===== config.mk =====
export PLATFORM = sky130hd
export DESIGN_NAME = lru_key_value_cache_core
export DESIGN_NICKNAME = d
export VERILOG_FILES = /design/src/hdl/lkv_pkg.sv /design/src/hdl/lkv_lookup.sv /design/src/hdl/lkv_store.sv /design/src/hdl/lru_key_value_cache_core.sv
export SDC_FILE = /design/constraint.sdc
export NUM_CORES = 2
export LEC_CHECK = 0
export ABC_CLOCK_PERIOD_IN_PS = 7350
export BUFFER_PORTS_ARGS = -buffer_cell sky130_fd_sc_hd__buf_2
export CORE_ASPECT_RATIO = 1.4
export CORE_MARGIN = 2
export CORE_UTILIZATION = 35
export CTS_CLUSTER_DIAMETER = 100
export DETAILED_ROUTE_END_ITERATION = 10
export PLACE_DENSITY = 0.48
export SYNTH_ARGS = -nofsm -noshare
export SYNTH_HDL_FRONTEND = slang
export SYNTH_SLANG_ARGS = --single-unit

===== constraint.sdc =====
create_clock -name clk -period 7.35 [get_ports clk]
set_input_delay 1.1025 -clock clk [delete_from_list [all_inputs] [get_ports clk]]
set_output_delay 1.1025 -clock clk [all_outputs]
set_load 0.01 [all_outputs]

===== src/hdl/lkv_pkg.sv =====
`timescale 1ns / 1ps
`default_nettype none
// ----------------------------------------------------------------------------
// lkv_pkg: shared types and constants of the LRU key/value cache.
// Sizes of the entry store, request codes and the per-request update plan.
// ----------------------------------------------------------------------------
package lkv_pkg;

	// Entry store size and derived widths.
	localparam int MAX_ENTRIES = 16;
	localparam int IDX_W       = (MAX_ENTRIES > 1) ? $clog2(MAX_ENTRIES) : 1;
	localparam int CNT_W       = $clog2(MAX_ENTRIES + 1);
	localparam int WORD_W      = 32;
	localparam int CAP_W       = 5;

	// Capacity register value after reset.
	localparam logic [CAP_W-1:0] CAP_RESET = CAP_W'(16);

	// Request codes carried on the input sideband.
	localparam logic MODE_GET = 1'b0;
	localparam logic MODE_PUT = 1'b1;

	typedef logic [WORD_W-1:0] word_t;
	typedef logic [IDX_W-1:0]  rank_t;
	typedef logic [CNT_W-1:0]  count_t;
	typedef logic [CAP_W-1:0]  cap_t;

	// One request as held in the input stage.
	typedef struct packed {
		logic  mode;
		word_t key;
		word_t value;
	} lkv_req_t;

	// What the current request does to the entry store.
	typedef struct packed {
		logic  hit;       // key found in a valid entry
		rank_t slot;      // entry that is read, touched or written
		logic  touch;     // make slot the most recent
		logic  alloc;     // fill a free slot as a new entry
		logic  wr_key;    // write key into slot
		logic  wr_value;  // write value into slot
	} lkv_plan_t;

endpackage
`default_nettype wire


===== src/hdl/lkv_lookup.sv =====
`timescale 1ns / 1ps
`default_nettype none
// ----------------------------------------------------------------------------
// lkv_lookup: parallel key match and slot selection.
// Compares the request key against every entry, finds the least recent and
// the lowest free slot, and decides how the request updates the store.
// ----------------------------------------------------------------------------
module lkv_lookup import lkv_pkg::*; (
	input  wire lkv_req_t                 req,
	input  wire cap_t                     capacity,
	input  wire logic  [MAX_ENTRIES-1:0]  valid,
	input  wire word_t [MAX_ENTRIES-1:0]  keys,
	input  wire rank_t [MAX_ENTRIES-1:0]  ranks,
	input  wire count_t                   used,
	output lkv_plan_t                     plan
);

	logic [MAX_ENTRIES-1:0] match;
	logic                   hit;
	rank_t                  hit_idx;
	rank_t                  oldest_idx;
	rank_t                  free_idx;
	cap_t                   eff_cap;
	count_t                 used_m1;
	logic                   full;
	logic                   is_put;

	// Capacity zero acts as one; values above the store size saturate.
	always_comb begin
		eff_cap = capacity;
		if (capacity == '0) begin
			eff_cap = CAP_W'(1);
		end else if (capacity > CAP_W'(MAX_ENTRIES)) begin
			eff_cap = CAP_W'(MAX_ENTRIES);
		end
	end

	assign used_m1 = used - CNT_W'(1);
	assign full    = CAP_W'(used) >= eff_cap;
	assign is_put  = (req.mode == MODE_PUT);

	// Key compare per entry and lowest-index encoders for hit, victim and free slot.
	// Valid ranks form a permutation, so the least recent entry holds rank used-1.
	always_comb begin
		hit_idx    = '0;
		oldest_idx = '0;
		free_idx   = '0;
		for (int i = MAX_ENTRIES - 1; i >= 0; i--) begin
			match[i] = valid[i] && (keys[i] == req.key);
			if (match[i]) begin
				hit_idx = IDX_W'(i);
			end
			if (valid[i] && (ranks[i] == used_m1[IDX_W-1:0])) begin
				oldest_idx = IDX_W'(i);
			end
			if (!valid[i]) begin
				free_idx = IDX_W'(i);
			end
		end
	end

	assign hit = |match;

	// Update plan for this request.
	always_comb begin
		plan.hit      = hit;
		plan.slot     = hit ? hit_idx : (full ? oldest_idx : free_idx);
		plan.touch    = hit || (is_put && full);
		plan.alloc    = is_put && !hit && !full;
		plan.wr_key   = is_put && !hit;
		plan.wr_value = is_put;
	end

endmodule
`default_nettype wire


===== src/hdl/lkv_store.sv =====
`timescale 1ns / 1ps
`default_nettype none
// ----------------------------------------------------------------------------
// lkv_store: entry registers of the LRU key/value cache.
// Holds keys, values, valid bits, recency ranks and the fill count, and
// applies one request's update plan when the request completes.
// ----------------------------------------------------------------------------
module lkv_store import lkv_pkg::*; (
	input  wire                           clk,
	input  wire                           arst_n,
	input  wire                           apply,
	input  wire lkv_req_t                 req,
	input  wire lkv_plan_t                plan,
	output logic  [MAX_ENTRIES-1:0]       valid,
	output word_t [MAX_ENTRIES-1:0]       keys,
	output rank_t [MAX_ENTRIES-1:0]       ranks,
	output count_t                        used,
	output word_t                         slot_value
);

	logic  [MAX_ENTRIES-1:0] valid_q;
	word_t [MAX_ENTRIES-1:0] keys_q;
	word_t [MAX_ENTRIES-1:0] values_q;
	rank_t [MAX_ENTRIES-1:0] ranks_q;
	count_t                  used_q;
	rank_t [MAX_ENTRIES-1:0] ranks_nxt;
	rank_t                   old_rank;

	assign old_rank   = ranks_q[plan.slot];
	assign slot_value = values_q[plan.slot];

	// Recency update: a touch ages the entries newer than the slot, an
	// allocation ages every valid entry; the slot itself becomes the newest.
	always_comb begin
		for (int i = 0; i < MAX_ENTRIES; i++) begin
			ranks_nxt[i] = ranks_q[i];
			if (plan.touch && valid_q[i] && (ranks_q[i] < old_rank)) begin
				ranks_nxt[i] = ranks_q[i] + IDX_W'(1);
			end
			if (plan.alloc && valid_q[i]) begin
				ranks_nxt[i] = ranks_q[i] + IDX_W'(1);
			end
			if ((plan.touch || plan.alloc) && (plan.slot == IDX_W'(i))) begin
				ranks_nxt[i] = '0;
			end
		end
	end

	// Control state: valid bits, ranks and fill count.
	always_ff @(posedge clk or negedge arst_n) begin
		if (!arst_n) begin
			valid_q <= '0;
			ranks_q <= '0;
			used_q  <= '0;
		end else if (apply) begin
			ranks_q <= ranks_nxt;
			if (plan.alloc) begin
				valid_q[plan.slot] <= 1'b1;
				used_q             <= used_q + CNT_W'(1);
			end
		end
	end

	// Payload: keys and values, written only by puts.
	always_ff @(posedge clk) begin
		if (apply && plan.wr_key) begin
			keys_q[plan.slot] <= req.key;
		end
		if (apply && plan.wr_value) begin
			values_q[plan.slot] <= req.value;
		end
	end

	assign valid = valid_q;
	assign keys  = keys_q;
	assign ranks = ranks_q;
	assign used  = used_q;

endmodule
`default_nettype wire


===== src/hdl/lru_key_value_cache_core.sv =====
`timescale 1ns / 1ps
`default_nettype none
// ----------------------------------------------------------------------------
// lru_key_value_cache_core: fully associative key/value cache with LRU
// replacement. Gets return the stored value or all ones; puts update or insert.
// ----------------------------------------------------------------------------
//
// Channel  Dir  Payload
// s_*      in   tuser: mode (0 get, 1 put); tdata: lookup_key [31:0], store_value [63:32]
// m_*      out  tuser: hit; tdata: read_value [31:0]
// cfg_*    in   capacity_in_use, 5 bits, written when cfg_we is high
//
// A request is registered in the input stage on transfer and completes when it
// fires, when the lookup and store update happen together; a get's result is
// then loaded into the output register. One request per cycle is sustained
// unless a held get stalls. A held get stalls only while the output register is full and
// m_tready is low; puts never wait on the output. Reset empties the cache
// and sets the capacity to 16.
// ----------------------------------------------------------------------------
module lru_key_value_cache_core import lkv_pkg::*; (
	input  wire         clk,
	input  wire         arst_n,
	input  wire         s_tvalid,
	output logic        s_tready,
	input  wire  [63:0] s_tdata,   // lookup_key [31:0], store_value [63:32]
	input  wire  [0:0]  s_tuser,   // mode [0]
	output logic        m_tvalid,
	input  wire         m_tready,
	output logic [31:0] m_tdata,   // read_value [31:0]
	output logic [0:0]  m_tuser,   // hit [0]
	input  wire         cfg_we,
	input  wire  [4:0]  cfg_wdata
);

	cap_t       cap_q;
	lkv_req_t   req_s1;
	logic       valid_s1;
	logic       out_valid_q;
	word_t      out_data_q;
	logic       out_hit_q;
	logic       fire;
	logic       is_get;
	lkv_plan_t  plan;

	logic  [MAX_ENTRIES-1:0] valid;
	word_t [MAX_ENTRIES-1:0] keys;
	rank_t [MAX_ENTRIES-1:0] ranks;
	count_t                  used;
	word_t                   slot_value;

	// Capacity register.
	always_ff @(posedge clk or negedge arst_n) begin
		if (!arst_n) begin
			cap_q <= CAP_RESET;
		end else if (cfg_we) begin
			cap_q <= cfg_wdata;
		end
	end

	// The held request completes unless it is a get facing a full output.
	assign is_get   = (req_s1.mode == MODE_GET);
	assign fire     = valid_s1 && (!is_get || !out_valid_q || m_tready);
	assign s_tready = !valid_s1 || fire;

	// Input stage.
	always_ff @(posedge clk or negedge arst_n) begin
		if (!arst_n) begin
			valid_s1 <= 1'b0;
		end else if (s_tready) begin
			valid_s1 <= s_tvalid;
		end
	end

	always_ff @(posedge clk) begin
		if (s_tvalid && s_tready) begin
			req_s1.mode  <= s_tuser[0];
			req_s1.key   <= s_tdata[31:0];
			req_s1.value <= s_tdata[63:32];
		end
	end

	lkv_lookup u_lookup (
		.req      (req_s1),
		.capacity (cap_q),
		.valid    (valid),
		.keys     (keys),
		.ranks    (ranks),
		.used     (used),
		.plan     (plan)
	);

	lkv_store u_store (
		.clk        (clk),
		.arst_n     (arst_n),
		.apply      (fire),
		.req        (req_s1),
		.plan       (plan),
		.valid      (valid),
		.keys       (keys),
		.ranks      (ranks),
		.used       (used),
		.slot_value (slot_value)
	);

	// Output register: loaded by a completing get, cleared on transfer.
	always_ff @(posedge clk or negedge arst_n) begin
		if (!arst_n) begin
			out_valid_q <= 1'b0;
		end else if (fire && is_get) begin
			out_valid_q <= 1'b1;
		end else if (m_tready) begin
			out_valid_q <= 1'b0;
		end
	end

	always_ff @(posedge clk) begin
		if (fire && is_get) begin
			out_hit_q  <= plan.hit;
			out_data_q <= plan.hit ? slot_value : '1;
		end
	end

	assign m_tvalid   = out_valid_q;
	assign m_tdata    = out_data_q;
	assign m_tuser[0] = out_hit_q;

	// The fill count always equals the number of valid entries.
	assert property (@(posedge clk) disable iff (!arst_n)
		$countones(valid) == int'(used))
		else $error("fill count differs from valid entry count");

	// A miss always reports all ones.
	assert property (@(posedge clk) disable iff (!arst_n)
		m_tvalid && !m_tuser[0] |-> m_tdata == '1)
		else $error("miss result is not all ones");

	// A completing put never raises an empty output.
	assert property (@(posedge clk) disable iff (!arst_n)
		fire && !is_get && !m_tvalid |=> !m_tvalid)
		else $error("put produced a result");

	// An allocation grows the fill count by exactly one.
	assert property (@(posedge clk) disable iff (!arst_n)
		fire && plan.alloc |=> used == $past(used) + CNT_W'(1))
		else $error("allocation did not advance the fill count");

endmodule
`default_nettype wire

==> summary.md <==
| Metric | Value |
|---|---|
| Synth Area in Compound Gates | around 6.2% |
| Routed wire length | between 150 and 200 mm |
| Yosys top cell by area | edfxtp_1 |
| First-pass GRT wire length | about 240 mm |
| Via density | ~5.4 |
| Vias in the first global route | about 34000 |
| Post-route design area | 63500 sq um |
| RSZ-0062 raised after global routing | no |
| Worst Setup End Kind | flip-flop |
| # clock sinks | roughly 1200 |
| GRT Total Usage | around a fifth |
| Synth Warn # | 0 |
| Post-synthesis register bit count | around 1200 |
| Worst skew pair latency | a little under 0.8 ns |
| Initial drt markers | roughly 2500 |
| Multi-input gate area in the final layout | between 15000 and 20000 sq um |
| Clock period minus worst slack | between 6 and 7 ns |
| Top post-synthesis cells by area | edfxtp_1 61%, xor2_1 5.8%, dfrtp_1 4.1% |
| Sequential Area | around 36000 sq um |
| Max Clk Rate | 0.1450 GHz |
| Clk pin slew, worst setup/hold paths | 0.07 ns |
| Crit Path Category | flip-flop to flip-flop |
| Avg Synthesized Cell Area | ~14 sq um |
| CP max-delay cell | edfxtp_1 |
| Yosys top cell area share | between 60% and 70% |
| H-tree levels | 4 |
| Clk root buf | clkbuf_16 |
| Top cells by count, synth | 1122 x edfxtp_1, 366 x xor2_1, 264 x nand2_1 |
| Most common cell in the netlist | edfxtp_1 |
| Xor/xnor share of the synthesized area | under 10% |
| Die W | roughly 340 microns |
| Share of flip-flops with an asynchronous set or reset | approximately 7.6% |
| TritonCTS Buffers | 130 |
| Most used cell, CP | buf_12 |
| Post-DR wirelength/cell | 26.59 microns |
| Worst-Margin Slew | around 1 ns |
| CP Data Required Time | approximately 8 ns |
| Share of cells above drive strength 1 | approximately 16% |
| Final net count | about 4200 |
| FILL cells | about 15000 |
| Status | finished clean |
| Sequential-to-total area share from yosys stat | between 60% and 70% |
| Final Wtd Congestion | just under 0.9 |
| Gate Count Post-Synth | 3860 |
| Grt ovf | 0 |
| HP Class | primary input to async pin |
| Mux contribution to synthesized area | under 10% |
| Initial core utilization | 35.22% |
| Netlist cell types | 85 |
| Final setup fails | 0 |
| Largest family of logic cells by synthesized area | XOR/XNOR gates |
| Post-CTS Setup Repair Bufs | 0 |
| Final hold violation count | 0 |
| Post-DP Area | just under 60000 sq um |
| Max-Cap Viols | 0 |
| Cts hold-fix bufs | 0 |
| Bufs on Longest Clock Path | 3 |
| VDD IR-drop max | 0.6819 mV |
| Startpoint types | flip-flop |
| Mapped Nets | 4006 |
| Post-synth EDFFs | around 1100 |
| Tcrit/Tclk final | 93.82% |
| Core ar. | 156700 sq um |
| DRC viols | 0 |
| Largest net degree at the start of global routing | 125 |
| Leakage | 21.34 nW |
| Worst path cell trace | buf_12 > xor2_1 > nor4_1 > nand4_1 > or4_1 > inv_1 > o2111ai_1 > o311ai_0 > buf_4 > and2_4 > buf_12 > nand2_1 > and3_1 > a211oi_1 > a211oi_2 > buf_12 > ha_1 > or4b_2 > a211oi_1 > nand2_1 > o221a_2 > or4_1 > nand3_1 |
| Slowest stage delay, CP | around 0.94 ns |
| Drt pass-1 iters | 5 |
| DPL Wire Length | between 100 and 150 mm |
| Relative slew slack | between 30% and 40% |
| Via count | about 34000 |
| Max FO, Critical Path | 16 |
| Mapped Area | 55180 sq um |
| DIE AREA | about 160000 sq um |
| Final ANT Viol Nets | 0 |
| Area delta synth->final | 15.08% |
| CTS tree | yes |
| Port Buffers | ~110 |
| Synth Area in Simple Gates | around a tenth |
| Rows | between 150 and 200 |
| Initial antenna violation count | 3 |
| Power per cell area | between 400 and 500 nW/um^2 |
| Io pins | 110 |
| Skew final | 0.02912 ns |
| Post-Synth Adder-Cell Area | under 10% |
| Quantity of gates resized following cts | 0 |
| Top_reg_cell synth | edfxtp_1 |
| Fin. max-slew vios | 0 |
| Die H | about 470 microns |
| Arrival @ worst endpoint | 7.59 ns |
| Setup TNS | 0 ns |
[cell families after synthesis]
group / Yosys count
buf+inv: 248
mux: 266
flops: 1214
simple gates: 988
compound gates: 498
fa+ha+maj: 71
xor+xnor: 575
[worst paths after layout]
kind,from,end,slack [ns],cells past startpoint
setup / recovery,req_s1[57],u_store.ranks[7],0.45,23
hold / removal,arst_n,u_store.ranks[35],0.27,1
setup reg to reg,req_s1[57],u_store.ranks[7],0.45,23
hold reg to reg,u_store.used[4],u_store.used[4],0.49,1
max in group asynchronous,arst_n,u_store.ranks[29],5.71,2
min in group clk,u_store.used[4],u_store.used[4],0.49,1
[worst max-delay path, delay by kind of cell, from the launching register on]
kind	cells	cell delay, ns
buffers and inverters	5	0.88
DFF	1	0.94
xor gates and xnor gates	1	0.10
adders and majority gates	1	0.20
and+or+nand+nor	10	2.98
AOI/OAI and AO/OA	6	1.67
[state kept, by name, indices dropped and copies added, names as in the netlist, 5 cells and up]
name              count
u_store.keys        512
u_store.values_q    512
req_s1               65
u_store.ranks        64
m_tdata              32
u_store.valid        16
cap_q                 5
u_store.used          5
[placed cells by master, fill, tap and decap left out, types with 71 or more instances in the layout]
| master | count |
|---|---|
| edfxtp_1 | 1122 |
| buf_4 | 156 |
| nand4_1 | 97 |
| o21ai_0 | 126 |
| mux2i_1 | 153 |
| ha_1 | 71 |
| buf_2 | 108 |
| nand2_1 | 262 |
| clkbuf_16 | 134 |
| xor2_1 | 366 |
| dfrtp_1 | 91 |
| nor2_1 | 83 |
| nor4_1 | 167 |
| a21oi_1 | 82 |
| nand3_1 | 93 |
| mux2_2 | 113 |
| xnor2_1 | 184 |
[power breakdown]
part           switching (mW)  internal (mW)
registers               0.415           8.22
logic                    6.45           3.91
clock network            2.74           3.81
total                    9.61           15.9
[area by class of cell]
class	instances	share of cell area [%]
Antenna cell	1	0.003941
Clock buffer	167	5.555
Clock inverter	66	1.027
Inverter	57	0.3369
Multi-Input combinational cell	2398	28.48
Sequential cell	1214	56.69
Tap cell	2088	4.114
Timing Repair Buffer	299	3.799
[per-stage QoR]
stage          hold slack [ns]  power (mW)  util, %  cells  worst slack, ns
3_3_place_gp            0.4853       19.13    37.86   6056           0.6834
6_report                0.2659       25.56    40.53   6290           0.4543
2_1_floorplan           0.4499       15.51        -   3860          0.04011
3_5_place_dp            0.4814       19.20    37.86   6056           0.5708
5_1_grt                 0.2764       26.92    40.53   6289           0.1609
4_1_cts                 0.2273       25.80    40.53   6289           0.4950
[metal layers]
metal	track usage, %	up-vias	wire length [microns]
met3	2.444	312	5794
met4	8.797	0	6860
met1	23.73	17360	65760
li1	-	15280	-
met2	38.26	834	88820
met5	0	-	0
(Power assumes the default switching activity.)
